**src/lflp_pkg.sv**
```systemverilog
`timescale 1ns / 1ps
// ----------------------------------------------------------------------------
// lflp_pkg
// Shared constants and codes for the linked free-list pool allocator.
// ----------------------------------------------------------------------------
package lflp_pkg;

    // Default number of pool entries.
    localparam int DEF_POOL_SIZE = 32;

    // Fixed field widths of the request and response beats.
    localparam int ENTRY_W  = 5;
    localparam int STATUS_W = 2;

    // Operation codes.
    localparam logic OP_ALLOC   = 1'b0;
    localparam logic OP_RELEASE = 1'b1;

    // Status codes.
    localparam logic [STATUS_W-1:0] ST_OK         = 2'd0;
    localparam logic [STATUS_W-1:0] ST_EMPTY      = 2'd1;
    localparam logic [STATUS_W-1:0] ST_NOT_ACTIVE = 2'd2;

endpackage

```
**src/lflp_if.sv**
```systemverilog
`timescale 1ns / 1ps
// ----------------------------------------------------------------------------
// lflp_req_if / lflp_rsp_if
// Valid/ready channels for allocator requests and responses.
// ----------------------------------------------------------------------------
interface lflp_req_if
    import lflp_pkg::*;
();
    logic               valid;
    logic               ready;
    logic               operation;
    logic [ENTRY_W-1:0] entry_index;

    modport source (output valid, output operation, output entry_index, input ready);
    modport sink   (input valid, input operation, input entry_index, output ready);
endinterface

interface lflp_rsp_if
    import lflp_pkg::*;
();
    logic                valid;
    logic                ready;
    logic [STATUS_W-1:0] status;
    logic [ENTRY_W-1:0]  granted_index;

    modport source (output valid, output status, output granted_index, input ready);
    modport sink   (input valid, input status, input granted_index, output ready);
endinterface

```
**src/linked_free_list_pool_core.sv**
```systemverilog
`timescale 1ns / 1ps
// ----------------------------------------------------------------------------
// linked_free_list_pool_core
// Fixed pool allocator keeping free and active entries in singly linked lists.
// ----------------------------------------------------------------------------
// Usage:
// A request beat on req carries an operation (allocate or release) and, for
// a release, the entry index. Each request yields exactly one response beat
// on rsp with a status and the granted or released index.
// The link table lives in one synchronous memory (one read, one write port).
// Allocate: the free head's link is read and the head moves to the active list.
// Release: the active list is walked one link read per cycle from its head,
// so the response comes later the further down the list the entry sits; a
// miss walks the whole list, at most POOL_SIZE entries, before it reports.
// One request is worked on at a time; req.ready is high while the block is
// idle, also when a finished response still waits in the output register.
// If rsp stalls, the next finished response waits until the register frees.
// After reset the block chains the link memory in index order and holds
// req.ready low during that pass.
// ----------------------------------------------------------------------------
module linked_free_list_pool_core
    import lflp_pkg::*;
#(
    parameter int POOL_SIZE = DEF_POOL_SIZE
)(
    input  logic         clk,
    input  logic         rst_n,
    lflp_req_if.sink     req,
    lflp_rsp_if.source   rsp
);

    localparam int IDX_W  = (POOL_SIZE > 1) ? $clog2(POOL_SIZE) : 1;
    localparam int LINK_W = $clog2(POOL_SIZE + 1);
    localparam int CMP_W  = (LINK_W > ENTRY_W) ? LINK_W : ENTRY_W;

    localparam logic [LINK_W-1:0] END_MARK = LINK_W'(POOL_SIZE);
    localparam logic [IDX_W-1:0]  LAST_IDX = IDX_W'(POOL_SIZE - 1);

    // Sequencer states.
    localparam logic [2:0] S_INIT   = 3'd0;
    localparam logic [2:0] S_IDLE   = 3'd1;
    localparam logic [2:0] S_ALLOC  = 3'd2;
    localparam logic [2:0] S_WALK   = 3'd3;
    localparam logic [2:0] S_REL_RD = 3'd4;
    localparam logic [2:0] S_REL_WR = 3'd5;
    localparam logic [2:0] S_EMIT   = 3'd6;

    logic [2:0]          state_reg, state_next;
    logic [IDX_W-1:0]    init_cnt_reg, init_cnt_next;
    logic [LINK_W-1:0]   free_head_reg, free_head_next;
    logic [LINK_W-1:0]   active_head_reg, active_head_next;
    logic [ENTRY_W-1:0]  want_reg, want_next;
    logic [LINK_W-1:0]   cur_reg, cur_next;
    logic [LINK_W-1:0]   prev_reg, prev_next;
    logic [LINK_W-1:0]   after_reg, after_next;
    logic [LINK_W-1:0]   steps_reg, steps_next;
    logic                walk_first_reg, walk_first_next;
    logic [STATUS_W-1:0] res_status_reg, res_status_next;
    logic [ENTRY_W-1:0]  res_index_reg, res_index_next;
    logic                out_valid_reg, out_valid_next;
    logic [STATUS_W-1:0] out_status_reg, out_status_next;
    logic [ENTRY_W-1:0]  out_index_reg, out_index_next;

    // Link memory ports.
    logic [LINK_W-1:0] link_mem [POOL_SIZE];
    logic [LINK_W-1:0] rd_data_reg;
    logic              mem_we;
    logic [IDX_W-1:0]  mem_wa;
    logic [LINK_W-1:0] mem_wd;
    logic              mem_re;
    logic [IDX_W-1:0]  mem_ra;

    logic [LINK_W-1:0] cur_w;
    logic              out_free;

    // Link memory: one write and one registered read per cycle.
    always_ff @(posedge clk)
    begin
        if (mem_we)
        begin
            link_mem[mem_wa] <= mem_wd;
        end
        if (mem_re)
        begin
            rd_data_reg <= link_mem[mem_ra];
        end
    end

    // During the walk the current entry is the head on the first step and the
    // link just read on every later step.
    assign cur_w    = walk_first_reg ? cur_reg : rd_data_reg;
    assign out_free = !out_valid_reg || rsp.ready;

    assign req.ready         = (state_reg == S_IDLE);
    assign rsp.valid         = out_valid_reg;
    assign rsp.status        = out_status_reg;
    assign rsp.granted_index = out_index_reg;

    // Sequencer and list update logic.
    always_comb
    begin
        state_next       = state_reg;
        init_cnt_next    = init_cnt_reg;
        free_head_next   = free_head_reg;
        active_head_next = active_head_reg;
        want_next        = want_reg;
        cur_next         = cur_reg;
        prev_next        = prev_reg;
        after_next       = after_reg;
        steps_next       = steps_reg;
        walk_first_next  = walk_first_reg;
        res_status_next  = res_status_reg;
        res_index_next   = res_index_reg;
        out_valid_next   = out_valid_reg && !rsp.ready;
        out_status_next  = out_status_reg;
        out_index_next   = out_index_reg;
        mem_we           = 1'b0;
        mem_wa           = '0;
        mem_wd           = '0;
        mem_re           = 1'b0;
        mem_ra           = '0;

        case (state_reg)
            S_INIT:
            begin
                // Chain every entry to its successor; the last one gets the end marker.
                mem_we = 1'b1;
                mem_wa = init_cnt_reg;
                mem_wd = LINK_W'(init_cnt_reg) + LINK_W'(1);
                if (init_cnt_reg == LAST_IDX)
                begin
                    state_next = S_IDLE;
                end
                else
                begin
                    init_cnt_next = init_cnt_reg + IDX_W'(1);
                end
            end

            S_IDLE:
            begin
                if (req.valid)
                begin
                    if (req.operation == OP_ALLOC)
                    begin
                        if (free_head_reg >= END_MARK)
                        begin
                            res_status_next = ST_EMPTY;
                            res_index_next  = '0;
                            state_next      = S_EMIT;
                        end
                        else
                        begin
                            // Fetch the link of the free head to find the new head.
                            mem_re     = 1'b1;
                            mem_ra     = free_head_reg[IDX_W-1:0];
                            state_next = S_ALLOC;
                        end
                    end
                    else
                    begin
                        want_next       = req.entry_index;
                        cur_next        = active_head_reg;
                        prev_next       = END_MARK;
                        steps_next      = '0;
                        walk_first_next = 1'b1;
                        state_next      = S_WALK;
                    end
                end
            end

            S_ALLOC:
            begin
                // Pop from the free list and push onto the active list.
                free_head_next   = rd_data_reg;
                mem_we           = 1'b1;
                mem_wa           = free_head_reg[IDX_W-1:0];
                mem_wd           = active_head_reg;
                active_head_next = free_head_reg;
                res_status_next  = ST_OK;
                res_index_next   = ENTRY_W'(free_head_reg);
                state_next       = S_EMIT;
            end

            S_WALK:
            begin
                if ((cur_w >= END_MARK) || (steps_reg == LINK_W'(POOL_SIZE)))
                begin
                    res_status_next = ST_NOT_ACTIVE;
                    res_index_next  = '0;
                    state_next      = S_EMIT;
                end
                else if (CMP_W'(cur_w) == CMP_W'(want_reg))
                begin
                    // Found: read its link to splice the list around it.
                    cur_next   = cur_w;
                    mem_re     = 1'b1;
                    mem_ra     = cur_w[IDX_W-1:0];
                    state_next = S_REL_RD;
                end
                else
                begin
                    prev_next       = cur_w;
                    mem_re          = 1'b1;
                    mem_ra          = cur_w[IDX_W-1:0];
                    steps_next      = steps_reg + LINK_W'(1);
                    walk_first_next = 1'b0;
                end
            end

            S_REL_RD:
            begin
                // Push the released entry onto the free list.
                after_next     = rd_data_reg;
                mem_we         = 1'b1;
                mem_wa         = cur_reg[IDX_W-1:0];
                mem_wd         = free_head_reg;
                free_head_next = cur_reg;
                state_next     = S_REL_WR;
            end

            S_REL_WR:
            begin
                // Close the gap in the active list.
                if (prev_reg == END_MARK)
                begin
                    active_head_next = after_reg;
                end
                else
                begin
                    mem_we = 1'b1;
                    mem_wa = prev_reg[IDX_W-1:0];
                    mem_wd = after_reg;
                end
                res_status_next = ST_OK;
                res_index_next  = ENTRY_W'(cur_reg);
                state_next      = S_EMIT;
            end

            S_EMIT:
            begin
                // Hand the result to the output register once it is free.
                if (out_free)
                begin
                    out_valid_next  = 1'b1;
                    out_status_next = res_status_reg;
                    out_index_next  = res_index_reg;
                    state_next      = S_IDLE;
                end
            end

            default:
            begin
                state_next = S_IDLE;
            end
        endcase
    end

    // Control registers.
    always_ff @(posedge clk or negedge rst_n)
    begin
        if (!rst_n)
        begin
            state_reg       <= S_INIT;
            init_cnt_reg    <= '0;
            free_head_reg   <= '0;
            active_head_reg <= END_MARK;
            out_valid_reg   <= 1'b0;
        end
        else
        begin
            state_reg       <= state_next;
            init_cnt_reg    <= init_cnt_next;
            free_head_reg   <= free_head_next;
            active_head_reg <= active_head_next;
            out_valid_reg   <= out_valid_next;
        end
    end

    // Working and payload registers.
    always_ff @(posedge clk)
    begin
        want_reg       <= want_next;
        cur_reg        <= cur_next;
        prev_reg       <= prev_next;
        after_reg      <= after_next;
        steps_reg      <= steps_next;
        walk_first_reg <= walk_first_next;
        res_status_reg <= res_status_next;
        res_index_reg  <= res_index_next;
        out_status_reg <= out_status_next;
        out_index_reg  <= out_index_next;
    end

endmodule

```
**src/flat_wrapper.sv**
```systemverilog
// flat-port wrapper written by rule: the top's interface ports become plain ports
module linked_free_list_pool_core_flat import lflp_pkg::*;
#(
    parameter int POOL_SIZE = DEF_POOL_SIZE
)
  (clk, rst_n, req_valid, req_operation, req_entry_index, req_ready, rsp_valid, rsp_status, rsp_granted_index, rsp_ready);
  lflp_req_if req_i ();
  lflp_rsp_if rsp_i ();
  input  logic clk;
  input  logic rst_n;
  input wire logic [$bits(req_i.valid)-1:0] req_valid;
  input wire logic [$bits(req_i.operation)-1:0] req_operation;
  input wire logic [$bits(req_i.entry_index)-1:0] req_entry_index;
  output wire logic [$bits(req_i.ready)-1:0] req_ready;
  output wire logic [$bits(rsp_i.valid)-1:0] rsp_valid;
  output wire logic [$bits(rsp_i.status)-1:0] rsp_status;
  output wire logic [$bits(rsp_i.granted_index)-1:0] rsp_granted_index;
  input wire logic [$bits(rsp_i.ready)-1:0] rsp_ready;
  assign req_i.valid = req_valid;
  assign req_i.operation = req_operation;
  assign req_i.entry_index = req_entry_index;
  assign req_ready = req_i.ready;
  assign rsp_valid = rsp_i.valid;
  assign rsp_status = rsp_i.status;
  assign rsp_granted_index = rsp_i.granted_index;
  assign rsp_i.ready = rsp_ready;
  linked_free_list_pool_core #(.POOL_SIZE(POOL_SIZE)) u_core (.clk(clk), .rst_n(rst_n), .req(req_i), .rsp(rsp_i));
endmodule
```
**config.mk**
```make
export PLATFORM = sky130hd
export DESIGN_NAME = linked_free_list_pool_core_flat
export DESIGN_NICKNAME = d
export VERILOG_FILES = /design/src/lflp_pkg.sv /design/src/lflp_if.sv /design/src/linked_free_list_pool_core.sv /design/src/flat_wrapper.sv
export SDC_FILE = /design/constraint.sdc
export NUM_CORES = 1
export LEC_CHECK = 0
export BUFFER_PORTS_ARGS = -buffer_cell sky130_fd_sc_hd__buf_2
export CORE_MARGIN = 2
export CORE_UTILIZATION = 45
export DETAILED_ROUTE_END_ITERATION = 6
export PLACE_DENSITY = 0.62
export SLEW_MARGIN = 20
export SYNTH_ARGS = -nofsm -noshare
export SYNTH_HDL_FRONTEND = slang
export SYNTH_SLANG_ARGS = --single-unit
```
**constraint.sdc**
```tcl
create_clock -name clk -period 8.82 [get_ports clk]
set_clock_uncertainty 0.05 [all_clocks]
set_input_delay 0 -clock clk [delete_from_list [all_inputs] [get_ports clk]]
set_output_delay 0 -clock clk [all_outputs]
set_load 0.01 [all_outputs]
```
==> out/results.tsv <==
stage	metric	value	unit
die	Die X	163	um
synthesis	Post-synth top flop	edfxtp_1	
route	Remaining DRCs	0	
route	via-per-instance ratio	5.80	
route	DRT antenna net count	0	
pwr	sw power	0.00146	W
worst_setup_path	required time of the worst setup path	9.05	ns
worst_hold_path	worst min path class	input pin to flip-flop	
job	Max Cap Viol	0	
global_routing	largest net degree at the start of global routing	62	
layout	Multi-input gate area	3310	sq um
outcome	status	complete, no violations	
worst_setup_path	crit path kind	flip-flop to flip-flop	
synthesis	syn avg cell area	13.6	sq um
worst_setup_path	CP Depth	8	
worst_setup_path	CP startpoint kind	flip-flop	
sta	WHS	0.120	ns
synthesis	number of synthesized flops with an enable pin	242	
sta	Tightest Pin Transition	0.986	ns
pwr	worst vdd ir	169	uV
global_routing	gr ovfl total	0	
layout	max reg flops	192	
synthesis	Synth Instances	833	
cts	Post-CTS Resized	0	
layout	flip-flop and latch area	7790	sq um
cts	CTS H-tree depth	1	
global_routing	initial antenna violation count	0	
synthesis	Synth Cell Area	11300	sq um
place	Place WS	4.48	ns
layout	most common cell after layout, fill and taps aside	edfxtp_1	
synthesis	sequential share of the synthesized area	0.687	
worst_setup_path	crit path max fanout	44	
global_routing	Total GRT Usage	0.207	
sta	Final WS setup	4.38	ns
place	dpl hpwl	17300	um
sta	Final Hold Vio Count	0	
route	Initial DRT Pass Iterations	5	
place	port buffer count	18	
sta	Final setup viols	0	
cts	Clk Tree Root Cell	clkbuf_16	
worst_setup_path	Buffers & Inverters on Critical Path	1	
cts	cts hold-fix bufs	11	
route	drt wl/cell	22.4	um
pwr	Net Sw Frac	0.343	
worst_setup_path	CP max-delay cell	dfrtp_1	
synthesis	Post-synth ARST share	0.0798	
route	drt first-iter violations	821	
die	Starting Density	0.454	
global_routing	vias in the first global route	6804	
sta	RSZ-0062 raised after global routing	no	
sta	fmax	0.225	GHz
synthesis	post-synthesis register bit count	263	
cts	Sink Count	263	
worst_setup_path	Crit. End Element	flip-flop	
synthesis	Ys Warns	0	
layout	Antenna Diode Count	0	
pwr	Combinational Power Share	0.286	
die	die area	26500	sq um
pwr	Final Power	0.00426	W
pwr	leak pwr	4.34	nW
route	drt total wl	27100	um
cts	worst-case clock buffer depth	3	
pwr	register share of total power	0.453	
sta	slew margin rel.	0.340	
synthesis	syn nets	847	
worst_setup_path	CP Cell Sequence	and3b_1, inv_2, a2111o_1, nand2_2, a211oi_1, a31oi_1, o22ai_1, nor4b_1	
sta	final period utilization	0.503	
cts	CTS tree	done	
layout	Fillers	2149	
layout	layout cell share with drive strength beyond 1	0.115	
layout	Top reg by flops	u_core.link_mem	
die	Die Y	163	um
synthesis	largest cells by area after synthesis	edfxtp_1, dfrtp_1, mux2i_1	
die	Row Count	58	
cts	CTS buffer count	27	
synthesis	Unique masters post-synth	63	
global_routing	first-pass GRT wire length	41700	um
cts	clk slew on worst S/H paths	0.06	ns
route	routed vias	7019	
worst_setup_path	Critical Path AT	4.66	ns
sta	Final min period	4.44	ns
place	gp weighted congestion	0.884	
die	boundary pin count	19	
synthesis	area fraction of the dominant cell type after synthesis	0.641	
layout	Final nets	873	
worst_hold_path	hold depth	2	
layout	Area Growth Syn to Fin	12.2	%
cts	Setup Fix Bufs, Post-CTS	0	
sta	Max Slew Vio Count	0	
worst_setup_path	crit-path max cell delay	0.98	ns
pwr	Cell Int Power	0.00280	W
worst_setup_path	CP delay by family, top	compound AO/OA/AOI/OAI gates	
worst_setup_path	r2r worst-path depth	8	
cts	insertion delay to the later sink of the worst-skew pair	0.54	ns
die	core area	25000	sq um
pwr	clock power share	0.261	
pwr	Power Dens Cells	335	nW/um^2
sta	Final TNS setup	0	ns
layout	most frequent cells in the layout	edfxtp_1, nand2_1, nor2_1, mux2i_1, a211oi_1	
synthesis	post-synth top area cell	edfxtp_1	
==> cells by family (layout without fill, tap and decap cells) <==
kind of cell    Yosys count  after routing  synth area share
mux                      54             54            0.0550
simple gates            256            256             0.105
fa+ha+maj                 4              4           0.00441
buf+inv                  58            105            0.0245
flops                   263            263             0.687
xor+xnor                 14             14            0.0108
compound gates          184            184             0.113
==> cell type report <==
cell class | count | area share
clock buffer | 30 | 0.0540
clock inverter | 20 | 0.0140
inverter | 9 | 0.00265
multi-input combinational | 512 | 0.260
sequential | 263 | 0.612
tap | 330 | 0.0324
timing repair buffer | 46 | 0.0250
==> Yosys cell counts (3+ instances only) <==
cell       instances
a21oi_1           21
nand3_1           13
o21bai_1           6
o2111ai_1          4
buf_4              7
a21o_1             7
xor2_1             3
edfxtp_1         242
a32oi_1           11
a31oi_1           17
mux2i_1           44
inv_1              8
and2_1             5
a211oi_1          37
a22o_1             5
nand2_1          112
nor2b_1            7
mux4_2             6
nor3_1             3
a21boi_0           7
a22oi_1           12
o21ai_0           30
clkbuf_1          23
and3_1            30
buf_2             15
nor2_1            59
xnor2_1           11
mux2_2             3
dfrtp_1           20
nor4_1             4
o22ai_1           12
ha_1               4
nand2b_1           6
==> path summary, 6_finish.rpt <==
kind,from,endpoint,slack (ns)
worst max register to register,u_core.state_reg[2]$_DFFE_PN0P_,u_core.rd_data_reg[3]$_DFFE_PP_,4.38
max in group asynchronous,rst_n,u_core.rsp.valid$_DFF_PN0_,7.78
worst max-delay path,u_core.state_reg[2]$_DFFE_PN0P_,u_core.rd_data_reg[3]$_DFFE_PP_,4.38
worst min register to register,u_core.res_status_reg[0]$_DFFE_PP_,u_core.rsp.status[0]$_DFFE_PP_,0.37
worst min-delay path,req_entry_index[3],u_core.want_reg[3]$_DFFE_PP_,0.12
min in group asynchronous,rst_n,u_core.active_head_reg[5]$_DFFE_PN1P_,0.45
==> power by group through the flow <==
stage	Clock [W]	Sequential, W	Combinational, W
after floorplan	0	0.00188	0.000818
after global placement	0	0.00195	0.00119
after detailed placement	0	0.00195	0.00120
after CTS	0.00113	0.00193	0.00121
after global routing	0.00118	0.00195	0.00133
final	0.00111	0.00193	0.00122
==> metrics by stage <==
step	instances	area, sq um	util
final	1210	12700	0.510
after global routing	1210	12700	0.510
after detailed placement	1147	11800	0.471
after global placement	1147	11800	0.471
after CTS	1208	12700	0.510
after floorplan	833	11300	-
==> layer usage <==
| layer | part of all wire | routed length, um | GRT usage | up-vias |
|---|---|---|---|---|
| met3 | 0.067 | 1820 | 0.0308 | 48 |
| met4 | 0.024 | 639 | 0.0463 | 0 |
| met1 | 0.46 | 12500 | 0.313 | 3475 |
| met5 | 0 | 0 | 0 | - |
| met2 | 0.45 | 12100 | 0.318 | 260 |
| li1 | - | - | - | 3236 |
(Power assumes the default switching activity.)
